## src/hdl/dmc_ram.sv

```systemverilog
module dmc_ram #(
  parameter  int unsigned DEPTH = 256,
  parameter  int unsigned WIDTH = 8,
  localparam int unsigned AW    = $clog2(DEPTH)
) (
  input  logic             clk_i,
  input  logic             we_i,
  input  logic [AW-1:0]    waddr_i,
  input  logic [WIDTH-1:0] wdata_i,
  input  logic [AW-1:0]    raddr_i,
  output logic [WIDTH-1:0] rdata_o
);

  logic [WIDTH-1:0] mem_q [DEPTH];
  logic [WIDTH-1:0] rdata_q;

  // One write port, one registered read port
  always_ff @(posedge clk_i) begin
    if (we_i) begin
      mem_q[waddr_i] <= wdata_i;
    end
    rdata_q <= mem_q[raddr_i];
  end

  assign rdata_o = rdata_q;

endmodule

```

## config.mk

```make
export PLATFORM = sky130hd
export DESIGN_NAME = dmc_ram
export DESIGN_NICKNAME = d
export VERILOG_FILES = /design/src/hdl/dmc_ram.sv
export SDC_FILE = /design/constraint.sdc
export NUM_CORES = 2
export LEC_CHECK = 0
export BUFFER_PORTS_ARGS = -buffer_cell sky130_fd_sc_hd__buf_2
export CAP_MARGIN = 40
export CORE_ASPECT_RATIO = 2
export CORE_UTILIZATION = 65
export CTS_CLUSTER_DIAMETER = 50
export DETAILED_ROUTE_END_ITERATION = 6
export PLACE_DENSITY = 0.78
export SYNTH_ARGS = -nofsm -noshare
export SYNTH_HDL_FRONTEND = slang
export SYNTH_SLANG_ARGS = --single-unit
```

## constraint.sdc

```tcl
create_clock -name clk_i -period 4 [get_ports clk_i]
set_input_delay 0 -clock clk_i [delete_from_list [all_inputs] [get_ports clk_i]]
set_output_delay 0 -clock clk_i [all_outputs]
set_load 0.01 [all_outputs]
```

### After elaboration in Yosys (flattened, before gate mapping)

Memories as Yosys holds them, arrays and structs flattened. A register that Yosys moved wholly into a read port is not among the register bits.
Index checks and enable logic that the tools add are counted.

| storage, ports and cells | value |
|---|---|
| bits in writable memories | 2048 |
| output and inout bits | 8 |
| register bits | 0 |
| input bits | 26 |
| word-level logic and storage cells | 3 |
| memory bits (read-only) | 0 |
| memories kept | 1 |
| bits in latches | 0 |

Memory list:

| memory | depth | bits a word | read ports | clocked after memory_dff | wr ports | RTL line | RTL |
|---|---|---|---|---|---|---|---|
| mem_q | 256 | 8 | 1 | 1 | 1 | 14 | `logic [WIDTH-1:0] mem_q [DEPTH];` |

| operators by class | value |
|---|---|
| bitwise logic cells | 0 |
| muxes and demuxes | 2 |
| order comparisons | 0 |
| add/subtract/negate cells | 0 |
| equality and inequality tests | 0 |
| div/mod/pow operators | 0 |
| reductions and logical operators | 0 |
| shifts and indexed selects | 0 |
| multiply operators | 0 |

Operators by type and width:

| operator | count |
|---|---|
| $mux 1 | 2 |

### Logic depth before layout (Yosys ltp)

| logic depth | value |
|---|---|
| depth after elaboration | 2 |
| depth in mapped cells | 11 |
| mapped depth without buffers | 6 |

### Least setup slack after synthesis

Ideal clock, no wire load.

| path | value |
|---|---|
| path type | input -> register |
| from | input port raddr_i[0] |
| to | register rdata_q[2], in the netlist rdata_o[2], read port of mem_q |
| setup slack | 2062 ps |
| buffers on the path | 4 |
| setup time | 131 ps |
| data required time | 3869 ps |
| cell stages on the path | 9 |
| data arrival time | 1807 ps |
| cells stage by stage | buf_6 buf_12 buf_8 buf_2 mux4_2 a22oi_1 a21oi_1 nor4_1 nor4_2 |

RTL lines:

| element | RTL line | RTL |
|---|---|---|
| from (decl) | 10 | `input logic [AW-1:0] raddr_i,` |
| to (decl) | 15 | `logic [WIDTH-1:0] rdata_q;` |

==> results.ini <==
[run_status]
run_status = completed

[finish]
drive_gt1_share_pct = 23.9
area_delta_synth_final_pct = 10.5
final_net_count = 3954
fin_area_um2 = 87900

[setup_path]
worst_r2r_path_cells = 7
cp_max_fo = 1
critPathCaptureType = register
crit-reg2reg-launch = mem_q[27][3]
critPathRequiredTime_ns = 4.65
critical_path_arrival_ns = 3.66
setup.worst_path.start_class = register
worst_r2r_setup_slack_ns = 0.98
crit_type = register to register
rr_endpoint = rdata_o[3]

[floorplanning]
design.core.area_um2 = 121000
effective_utilization_at_floorplan_pct = 65.5
die-area_um2 = 124000
floorplan.die.width_um = 249
core.rowCount = 181
ios = 34
die_h_um = 497

[route]
drt_pass1_iterations = 6
detail_route.iter0.violations = 5344
routed_wire_length_per_instance_um = 36.3
route.vias.total = 40149
detail_route.wirelength_mm = 204
residual_drc_count = 0
post_drt_via_cell_ratio = 7.14
postRouteAntennaNets = 0

[cts]
htreeDepth = 4
clkLatencyLatePin_ns = 0.80
post_cts.resized_instances = 0
max-clock-path-buffers = 3
hold_buffers = 12
clock_buffer_count_from_cts = 164
post-cts-setup-buffer-count = 0
clock_tree_from_tritoncts = done
ctsRootBufferMaster = clkbuf_16
cts.reportedPaths.clkPinSlew_ns = 0.07
cts.sinks = 2056

[min_path]
holdPathStages = 1
worst_hold_path_type = input port to register
worst_hold_path.endpoint = mem_q[42][7]
hp-start = wdata_i[7]

[global_route]
grtUsageTotal_pct = 33.8
grt_overflow_total = 0
via_count_of_the_first_global_routing_pass = 41267
antenna_found_initial = 8
grt_first_pass_wirelength_mm = 291
grt_max_degree = 132

[sta]
max_freq_ghz = 0.332
finalWorstPathRequiredPeriod_ns = 3.02
min_period_over_period_pct = 75.4
least_margin_pin_slew_ns = 1.04
timing.final.setup_violations = 0
fin_skew_ns = 0.0221
rsz0062_at_grt = false
hold_slack_ns = 0.0152
slew_headroom_pct = 29.8
setup-tns-final_ns = 0
finalMaxSlewViolations = 0
final_hold_violation_count = 0

[placed_design]
portBuffers = 33
routabilityCongestion = 0.938
place_hpwl_mm = 130
post_place_cell_area_um2 = 82300

[yosys]
most_frequently_used_flop_master_after_synthesis = edfxtp_1
edff_count_synth = 2048
post_synth_inst_count = 3733
post_synth_main_area_contributors = edfxtp_1 (77%), mux4_2 (13%), mux2i_1 (1.7%), nor2_1 (1.3%), a22oi_1 (1.3%)
netlist.area_leader.share_pct = 77.3
yosys.cell_types.count = 55
yosys-top-cells-count = edfxtp_1 (2048), mux4_2 (454), nor2_1 (282)
synth.avg_cell_area_um2 = 21.3
synth_top_area_cell = edfxtp_1
synth_seq_cells = 2056
asyncSetResetFlopFracSynth_pct = 0
post_synth_instance_area_um2 = 79600
ys.warnings.count = 0
synth.most_common_cell = edfxtp_1
synth.net_count = 3759
synth_sequential_area_ratio_pct = 77.5

[flow_run]
max_cap_viol_count = 0

[power]
power.density_nw_per_um2 = 483
ir_drop_mv = 0.461
leakage_uw = 0.0273

## logic make-up (layout without fill, tap and decap cells)
logic type             Yosys count  after routing  synth area share, %
flip-flops                    2056           2056                 77.5
buffers and inverters          235            567                 1.83
other                            0              3                    0
multiplexers                   591            591                 14.6
AO/OA/AOI/OAI                  385            385                 3.42
AND/OR/NAND/NOR                466            466                 2.63
## metal layers
metal / global-route usage (%) / part of all wire [%] / up-vias
met5: 0 / 0.015 / -
met3: 5.64 / 8.7 / 686
met1: 38.5 / 31 / 20722
met4: 23.2 / 8.4 / 6
met2: 58.8 / 52 / 2696
li1: - / - / 16039
## registers in the layout, indices dropped and copies added, names as in the netlist
| signal | cells |
|---|---|
| mem_q | 2048 |
| rdata_o | 8 |
## metrics by stage
| stage | total power, uW | setup slack, ns | utilization, % | std cells |
|---|---|---|---|---|
| after detailed placement | 26400 | 0.427 | 67.8 | 5302 |
| after floorplan | 25400 | 2.06 | - | 3733 |
| after global routing | 43300 | 1.10 | 72.4 | 5621 |
| after global placement | 26400 | 0.257 | 67.6 | 5268 |
| after CTS | 42500 | 1.09 | 72.4 | 5617 |
| final | 42500 | 0.984 | 72.4 | 5623 |
## cell type report
| class | instances | area (um^2) |
|---|---|---|
| diodes | 3 | 7.51 |
| clock buffers | 193 | 4340 |
| clock inverters | 110 | 1060 |
| fillers | 6639 | 33500 |
| inverters | 2 | 7.51 |
| multi-input cells | 1442 | 16500 |
| flip-flops and latches | 2056 | 61700 |
| well taps | 1555 | 1950 |
| repair buffers | 262 | 2390 |
## worst max-delay path, stage by stage (launching register included)
cell      delay [ns]
edfxtp_1        0.38
mux4_2          0.50
a22o_1          0.25
a221oi_1        0.51
o221ai_1        0.32
a211oi_1        0.58
buf_4           0.28
nor4_1          0.05
## how the worst max path moves through the flow
stage                       startpoint         end  slack, ns  depth (start not counted)
after global placement      raddr_i[0]  rdata_o[3]       0.26                          9
after floorplan             raddr_i[0]  rdata_o[2]       2.06                          9
after global routing      mem_q[27][3]  rdata_o[3]       1.10                          7
after detailed placement    raddr_i[0]  rdata_o[3]       0.43                         10
final                     mem_q[27][3]  rdata_o[3]       0.98                          7
after CTS                 mem_q[27][3]  rdata_o[3]       1.09                          7
## power breakdown
part	switching (uW)	internal, uW	total (uW)
clock	7570	8870	16400
combinational	1460	777	2240
sequential	41.6	23700	23800
## cell usage in the layout (no fill, tap or decap), types with 12 or more instances in the layout
cell type	n
mux4_2	454
buf_4	181
clkbuf_16	170
nor4_1	24
nor2b_1	28
nand3_1	34
nand2_1	32
clkinv_1	35
a21oi_1	96
dlygate4sd3_1	12
clkinvlp_4	20
o221ai_1	46
edfxtp_1	2048
clkbuf_1	23
a211oi_1	16
a22oi_1	133
clkinv_2	28
a221oi_1	13
bufinv_16	16
buf_12	26
buf_2	25
mux2i_1	134
o22ai_1	28
nor3_1	21
nor2_1	279
Note: power is estimated with default switching activity, not from simulation.
