**config.mk**
```make
export PLATFORM = sky130hd
export DESIGN_NAME = dmc_ctrl
export DESIGN_NICKNAME = d
export VERILOG_FILES = /design/src/hdl/dmc_pkg.sv /design/src/hdl/dmc_ctrl.sv
export SDC_FILE = /design/constraint.sdc
export NUM_CORES = 1
export LEC_CHECK = 0
export BUFFER_PORTS_ARGS = -buffer_cell sky130_fd_sc_hd__buf_4
export CAP_MARGIN = 20
export CORE_MARGIN = 2
export CORE_UTILIZATION = 45
export DETAILED_ROUTE_END_ITERATION = 7
export PLACE_DENSITY = 0.66
export SLEW_MARGIN = 15
export SYNTH_ARGS = -nofsm -noshare
export SYNTH_HDL_FRONTEND = slang
export SYNTH_SLANG_ARGS = --single-unit
```
**constraint.sdc**
```tcl
create_clock -name clk_i -period 3 [get_ports clk_i]
set_clock_uncertainty 0.15 [all_clocks]
set_input_delay 0.15 -clock clk_i [delete_from_list [all_inputs] [get_ports clk_i]]
set_output_delay 0.15 -clock clk_i [all_outputs]
set_load 0.005 [all_outputs]
```
**src/hdl/dmc_pkg.sv**
```systemverilog
package dmc_pkg;

  // Default geometry
  localparam int unsigned DefLineCount   = 16;
  localparam int unsigned DefLineBytes   = 16;
  localparam int unsigned DefMemoryBytes = 2048;

  // Fixed field widths of the request and response
  localparam int unsigned AddrW = 11;
  localparam int unsigned DataW = 8;

  // Access kinds
  localparam logic ActRead  = 1'b0;
  localparam logic ActWrite = 1'b1;

  typedef struct packed {
    logic             action;
    logic [AddrW-1:0] address;
    logic [DataW-1:0] write_data;
  } dmc_req_t;

  typedef struct packed {
    logic [DataW-1:0] read_data;
    logic             hit;
    logic             wrote_back;
  } dmc_rsp_t;

  typedef enum logic [2:0] {
    ST_INIT,
    ST_IDLE,
    ST_LOOKUP,
    ST_WBACK,
    ST_FILL,
    ST_ACCESS,
    ST_READ_OUT
  } dmc_state_e;

endpackage

```
**src/hdl/dmc_ctrl.sv**
```systemverilog
module dmc_ctrl #(
  parameter  int unsigned LINE_COUNT   = dmc_pkg::DefLineCount,
  parameter  int unsigned LINE_BYTES   = dmc_pkg::DefLineBytes,
  parameter  int unsigned MEMORY_BYTES = dmc_pkg::DefMemoryBytes,
  localparam int unsigned LAW          = $clog2(LINE_COUNT * LINE_BYTES),
  localparam int unsigned MAW          = $clog2(MEMORY_BYTES)
) (
  input  logic                   clk_i,
  input  logic                   rst_ni,
  input  logic                   start_i,
  input  dmc_pkg::dmc_req_t      req_i,
  output logic                   busy_o,
  output logic                   valid_o,
  output dmc_pkg::dmc_rsp_t      rsp_o,
  // line data memory
  output logic                   ln_we_o,
  output logic [LAW-1:0]         ln_waddr_o,
  output logic [dmc_pkg::DataW-1:0] ln_wdata_o,
  output logic [LAW-1:0]         ln_raddr_o,
  input  logic [dmc_pkg::DataW-1:0] ln_rdata_i,
  // backing memory
  output logic                   bk_we_o,
  output logic [MAW-1:0]         bk_waddr_o,
  output logic [dmc_pkg::DataW-1:0] bk_wdata_o,
  output logic [MAW-1:0]         bk_raddr_o,
  input  logic [dmc_pkg::DataW-1:0] bk_rdata_i
);

  import dmc_pkg::*;

  localparam int unsigned OW = $clog2(LINE_BYTES);
  localparam int unsigned LW = $clog2(LINE_COUNT);
  localparam int unsigned TW = MAW - OW - LW;

  dmc_state_e state_q, state_d;
  dmc_req_t   req_q, req_d;
  dmc_rsp_t   rsp_q, rsp_d;
  logic       out_valid_q, out_valid_d;
  logic       hit_q, hit_d;
  logic       wb_q, wb_d;
  logic [MAW-1:0] init_q, init_d;
  logic [OW:0]    step_q, step_d;
  logic [LINE_COUNT-1:0] valid_q, valid_d;
  logic [LINE_COUNT-1:0] dirty_q, dirty_d;
  logic [TW-1:0]  tag_q [LINE_COUNT];
  logic           tag_we;

  logic [MAW-1:0] addr_m;
  logic [OW-1:0]  offset;
  logic [LW-1:0]  line;
  logic [TW-1:0]  tag;
  logic [TW-1:0]  old_tag;
  logic [OW-1:0]  step_lo;
  logic [OW-1:0]  step_prev;
  logic           step_last;
  logic           line_hit;

  // Split the request address, wrapped to the backing memory size
  assign addr_m    = MAW'(req_q.address);
  assign offset    = addr_m[OW-1:0];
  assign line      = addr_m[OW +: LW];
  assign tag       = addr_m[MAW-1 -: TW];
  assign old_tag   = tag_q[line];
  assign line_hit  = valid_q[line] && (old_tag == tag);
  assign step_lo   = step_q[OW-1:0];
  assign step_prev = OW'(step_q - 1'b1);
  assign step_last = (step_q == (OW+1)'(LINE_BYTES));

  // Next state, memory requests and result
  always_comb begin
    state_d     = state_q;
    req_d       = req_q;
    rsp_d       = rsp_q;
    out_valid_d = 1'b0;
    hit_d       = hit_q;
    wb_d        = wb_q;
    init_d      = init_q;
    step_d      = step_q;
    valid_d     = valid_q;
    dirty_d     = dirty_q;
    tag_we      = 1'b0;
    ln_we_o     = 1'b0;
    ln_waddr_o  = {line, step_prev};
    ln_wdata_o  = bk_rdata_i;
    ln_raddr_o  = {line, step_lo};
    bk_we_o     = 1'b0;
    bk_waddr_o  = {old_tag, line, step_prev};
    bk_wdata_o  = ln_rdata_i;
    bk_raddr_o  = {tag, line, step_lo};

    unique case (state_q)
      // Sweep the backing memory with its reset pattern
      ST_INIT: begin
        bk_we_o    = 1'b1;
        bk_waddr_o = init_q;
        bk_wdata_o = DataW'(init_q);
        init_d     = init_q + 1'b1;
        if (init_q == MAW'(MEMORY_BYTES - 1)) begin
          state_d = ST_IDLE;
        end
      end
      ST_IDLE: begin
        if (start_i) begin
          req_d   = req_i;
          state_d = ST_LOOKUP;
        end
      end
      ST_LOOKUP: begin
        hit_d  = line_hit;
        wb_d   = 1'b0;
        step_d = '0;
        priority if (line_hit) begin
          state_d = ST_ACCESS;
        end else if (valid_q[line] && dirty_q[line]) begin
          state_d = ST_WBACK;
        end else begin
          state_d = ST_FILL;
        end
      end
      // Copy the victim line out, one byte behind the line read
      ST_WBACK: begin
        bk_we_o = (step_q != '0);
        if (step_last) begin
          step_d        = '0;
          wb_d          = 1'b1;
          dirty_d[line] = 1'b0;
          state_d       = ST_FILL;
        end else begin
          step_d = step_q + 1'b1;
        end
      end
      // Fill the line from backing memory, one byte behind the read
      ST_FILL: begin
        ln_we_o = (step_q != '0);
        if (step_last) begin
          valid_d[line] = 1'b1;
          dirty_d[line] = 1'b0;
          tag_we        = 1'b1;
          state_d       = ST_ACCESS;
        end else begin
          step_d = step_q + 1'b1;
        end
      end
      ST_ACCESS: begin
        ln_raddr_o = {line, offset};
        if (req_q.action == ActWrite) begin
          ln_we_o       = 1'b1;
          ln_waddr_o    = {line, offset};
          ln_wdata_o    = req_q.write_data;
          dirty_d[line] = 1'b1;
          out_valid_d   = 1'b1;
          rsp_d         = '{read_data: req_q.write_data, hit: hit_q, wrote_back: wb_q};
          state_d       = ST_IDLE;
        end else begin
          state_d = ST_READ_OUT;
        end
      end
      ST_READ_OUT: begin
        out_valid_d = 1'b1;
        rsp_d       = '{read_data: ln_rdata_i, hit: hit_q, wrote_back: wb_q};
        state_d     = ST_IDLE;
      end
      default: begin
        state_d = ST_IDLE;
      end
    endcase
  end

  // Control registers
  always_ff @(posedge clk_i or negedge rst_ni) begin
    if (!rst_ni) begin
      state_q     <= ST_INIT;
      init_q      <= '0;
      step_q      <= '0;
      out_valid_q <= 1'b0;
      valid_q     <= '0;
      dirty_q     <= '0;
    end else begin
      state_q     <= state_d;
      init_q      <= init_d;
      step_q      <= step_d;
      out_valid_q <= out_valid_d;
      valid_q     <= valid_d;
      dirty_q     <= dirty_d;
    end
  end

  // Payload registers
  always_ff @(posedge clk_i) begin
    req_q <= req_d;
    rsp_q <= rsp_d;
    hit_q <= hit_d;
    wb_q  <= wb_d;
    if (tag_we) begin
      tag_q[line] <= tag;
    end
  end

  assign busy_o  = (state_q != ST_IDLE);
  assign valid_o = out_valid_q;
  assign rsp_o   = rsp_q;

endmodule

```
# --- After elaboration in Yosys (flattened, before gate mapping) ---
# Memory sizes are Yosys's and may differ from the RTL's. A register that Yosys moved wholly into a read port is not among the register bits.
# Index checks and enable logic that the tools add are counted.
word_totals:
  regBits: 84
  mem_bits_rw: 48
  elab_cells: 98
  output_inout_bits: 68
  mem_count: 1
memory_table:
  columns: ["name", "words", "word_bits", "read_ports", "rd_clocked_by_memory_dff", "write_ports", "line_no", "source"]
  rows:
  - ["tag_q", 16, 3, 1, 1, 1, "dmc_ctrl.sv:45", "logic [TW-1:0] tag_q [LINE_COUNT];"]
op_classes:
  reduce_logical: 17
  eq_ne: 17
  add_sub_neg: 3
  n_bitwise: 4
  muxes: 40
  n_lt_le_gt_ge: 2
ops:
  columns: ["operator", "count"]
  rows:
  - ["$mux 16", 2]
  - ["$or 16x16->16", 2]
  - ["$pmux 16 s2", 1]
  - ["$mux 8", 3]
  - ["$mux 3", 7]
  - ["$pmux 10 s2", 1]
  - ["$pmux 3 s6", 1]
  - ["$and 16x16->16", 1]
  - ["$mux 4", 4]
  - ["$not 16->16", 1]
  - ["$pmux 5 s3", 1]
  - ["$ne 2x2->1 const B", 6]
  - ["$add 11x1->11 const B", 1]
  - ["$eq 11x11->1 const B", 1]
  - ["$mux 11", 1]
  - ["$mux 10", 1]
  - ["$mux 5", 2]
  - ["$reduce_and 2->1", 5]
  - ["$eq 3x3->1 const B", 3]
  - ["$mux 1", 9]
  - ["$bmux 1 s4", 2]
  - ["$pmux 1 s2", 4]
  - ["$eq 3x2->1 const B", 2]
  - ["$reduce_bool 2->1", 3]
  - ["17 further kinds", 19]

# --- Longest topological paths before layout ---
depth:
  depth_word: 8
  depth_mapped: 10

# --- Least setup slack after synthesis ---
# Ideal clock, no wire load.
synth_path:
  path_kind: "reg2reg"
  startpoint: "register state_q[2]"
  endpoint: "register with a tool-made name"
  arrival_ns: 2.211
  period_less_slack_ns: 2.482
  setup_slack_ns: 0.518
  stages_incl_launch_ff: 5
  path_buffers: 0
  cell_sequence: "dfrtp_1 > nor2b_1 > nand2b_1 > nor2_1 > mux2_2"
synth_lines:
  columns: ["element", "line_no", "source"]
  rows:
  - ["start: declaration", "dmc_ctrl.sv:35", "dmc_state_e state_q, state_d;"]
  - ["start signal: assignment", "dmc_ctrl.sv:179", "state_q <= state_d;"]

==> key figures <==
Clocking
  – # clock sinks: 136
  – Worst-Skew Late Latency: 0.42 ns
  – CTS Buffer Depth: 2
  – CTS tree: done
  – Root Driver: clkbuf_16
  – CTS buffer count: 17
  – Clk slew on worst S/H paths: 0.06 ns
  – CTS H-Tree Depth: 4
  – Post-CTS sizing: 0
  – Post-CTS setup buffers: 0
  – Hold-fix buffers at CTS: 29

Placed design
  – HPWL after DPL: 10.12 mm
  – PortBufs: 106
  – Placed Area: 0.007310 mm^2
  – DP Worst Slack: 0.3026 ns
  – Final GP Congestion: 0.8791

Worst setup path
  – CP Launch Type: register
  – Worst-path fanout max: 8
  – R2R Setup Slk: 0.31 ns
  – WS Path Type: reg2out
  – CP max-delay cell: dfxtp_1
  – CP cell instances: buf_4 > mux4_1 > mux2i_1 > mux2i_1 > nand2_1 > nand2_1 > buf_4
  – Worst reg2reg endpoint: state_q[1]
  – Reg2reg path depth: 7
  – CP Capture Type: primary output
  – WP data arrival: 2.51 ns
  – Largest stage delay, worst path: 0.59 ns
  – CP Data Required Time: 2.70 ns

STA
  – Hold Worst Slack: 0.1456 ns
  – Worst setup margin: 0.1851 ns
  – Slew margin rel.: 45.78%
  – Final Slew Violations: 0
  – Fmax: 0.3553 GHz
  – Tcrit/Tclk final: 93.83%
  – Final min period: 2.815 ns
  – Final Hold Fails: 0
  – Least-Margin Pin Slew: 0.8133 ns
  – RSZ-0062 raised after global routing: false
  – Final Setup Violations: 0
  – Setup_tns: 0 ns

Yosys
  – Most used DFF post-synth: edfxtp_1
  – Synth Area in Adders: 0.7862%
  – Yosys top cell by area: edfxtp_1
  – Syn nets: 535
  – Post-synthesis sequential area ratio: 59.43%
  – Syn_area_per_cell: 12.94 um^2
  – Area share of the leading cell type in the synthesized netlist: 37.74%
  – Commonest cells post-synth: edfxtp_1, nand2_1, dfrtp_1, mux2_2, nor2_1
  – Gate Count Post-Synth: 492
  – Simple-gate portion of the synthesized area: 12.60%
  – FFs w/ async S/R, synth: 38.24%
  – Leading cell type by number of instances after synthesis: edfxtp_1
  – Seq cells post-synth: 136
  – Mapped Area: 0.006366 mm^2
  – Yosys Warn Count: 0
  – Post-synth EDFFs: 80
  – XOR/XNOR share of the synthesized area: 2.614%
  – Compound-gate portion of the synthesized area: 3.872%
  – Largest cells by area after synthesis: edfxtp_1, dfrtp_1, mux2_2
  – Yosys cell types: 45
  – Mux share of post-synthesis cell area: 16.18%
  – Largest family of logic cells by synthesized area: multiplexers

Routing
  – Via count: 4,316
  – Post-DRT Antenna Nets: 0
  – Wirelength per Cell: 17.96 um
  – Vias per inst: 5.276
  – Post-route DRC violation count: 0
  – DRT Pass-1 Iters: 4
  – Initial DRC count: 343
  – Detailed Route WL: 14.70 mm

Min path
  – Worst Hold Class: in2async

GRT
  – GRT Residual Overflow: 0
  – First-pass GRT wire length: 22.98 mm
  – Pin count of the biggest net entering global routing: 53
  – Overall Global Routing Usage: 20.40%
  – Initial antenna violation count: 0
  – Number of global-route vias before repair: 4,358

Pwr
  – Design Power: 4.270 mW
  – Max VDD drop: 394.2 uV
  – Pwr/cell area: 519.3 mW/mm^2
  – Leak: 3.466 nW

Floorplanning
  – Io pins: 107
  – Initial Util: 46.04%
  – Die area: 0.01511 mm^2
  – Die W: 122.9 um
  – Core Area: 0.01383 mm^2
  – Die Span Y: 122.9 um
  – Row count: 43

Finish
  – Share of cells above drive strength 1: 36.52%
  – N_diodes: 0
  – Layout Nets: 668
  – Fill cell count: 1,090
  – Final instance area: 0.008223 mm^2
  – Synth-to-layout area growth: 29.17%

Job
  – Max-Cap Viols: 0

Outcome
  – Status: finished, final reports clean
## stage by stage
| step | std cells | util (%) |
|---|---|---|
| final | 818 | 59.47 |
| after floorplan | 492 | - |
| after global placement | 757 | 52.86 |
| after detailed placement | 757 | 52.86 |
| after global routing | 818 | 59.47 |
| after CTS | 818 | 59.47 |
## cells in the final DEF, fill, tap and decap left out, types with 5 or more instances in the layout
cell	count
mux2i_1	8
inv_1	6
nand2_1	73
xnor2_1	15
and3_1	5
dlygate4sd3_1	29
nand3_1	10
nor2_1	33
clkbuf_16	17
dfrtp_1	52
edfxtp_1	80
or2_2	16
mux4_2	14
a21oi_1	17
nor3_1	9
mux2_2	40
mux4_1	7
buf_4	130
nand4_1	5
o21ai_0	13
## where the power goes
group	internal (mW)	switching, mW	leakage (nW)
sequential	1.97	0	1.45
combinational	0.0667	0.0335	1.72
clock	1.39	0.805	0.291
total	3.43	0.839	3.47
## cell families after synthesis
| group | after synthesis |
|---|---|
| AO/OA/AOI/OAI | 41 |
| XOR/XNOR | 19 |
| adder cells (fa/ha/maj) | 4 |
| buffers and inverters | 51 |
| flip-flops | 136 |
| multiplexers | 69 |
| AND/OR/NAND/NOR | 172 |
## worst max path at each step
stage                     endpoint  slack, ns
floorplan                 register       0.52
global placement        state_q[1]       0.39
detailed placement      state_q[1]       0.30
CTS                 bk_waddr_o[10]       0.14
global route        bk_waddr_o[10]       0.06
finish              bk_waddr_o[10]       0.19
## critical path: cells and delay by family (launching register included)
kind	cells	cell delay [ns]
buffers and inverters	2	0.39
and+or+nand+nor	2	0.19
DFF	1	0.59
muxes	3	0.91
## final cells by class
class / instances / area, um^2 / share of cell area (%)
clock buffer: 18 / 429.2 / 5.219
clock inverter: 14 / 193.9 / 2.358
inverter: 6 / 22.52 / 0.2739
multi-input combinational: 305 / 2302 / 28.00
sequential: 136 / 3784 / 46.01
tap: 180 / 225.2 / 2.739
timing repair buffer: 159 / 1266 / 15.40
## layer usage
| layer | track usage (%) | wire (um) | vias up |
|---|---|---|---|
| li1 | - | - | 2023 |
| met1 | 26.68 | 6474 | 2146 |
| met2 | 33.74 | 7252 | 134 |
| met3 | 4.244 | 812 | 13 |
| met4 | 7.471 | 155 | 0 |
| met5 | 0 | 0 | - |
(Power assumes the default switching activity.)
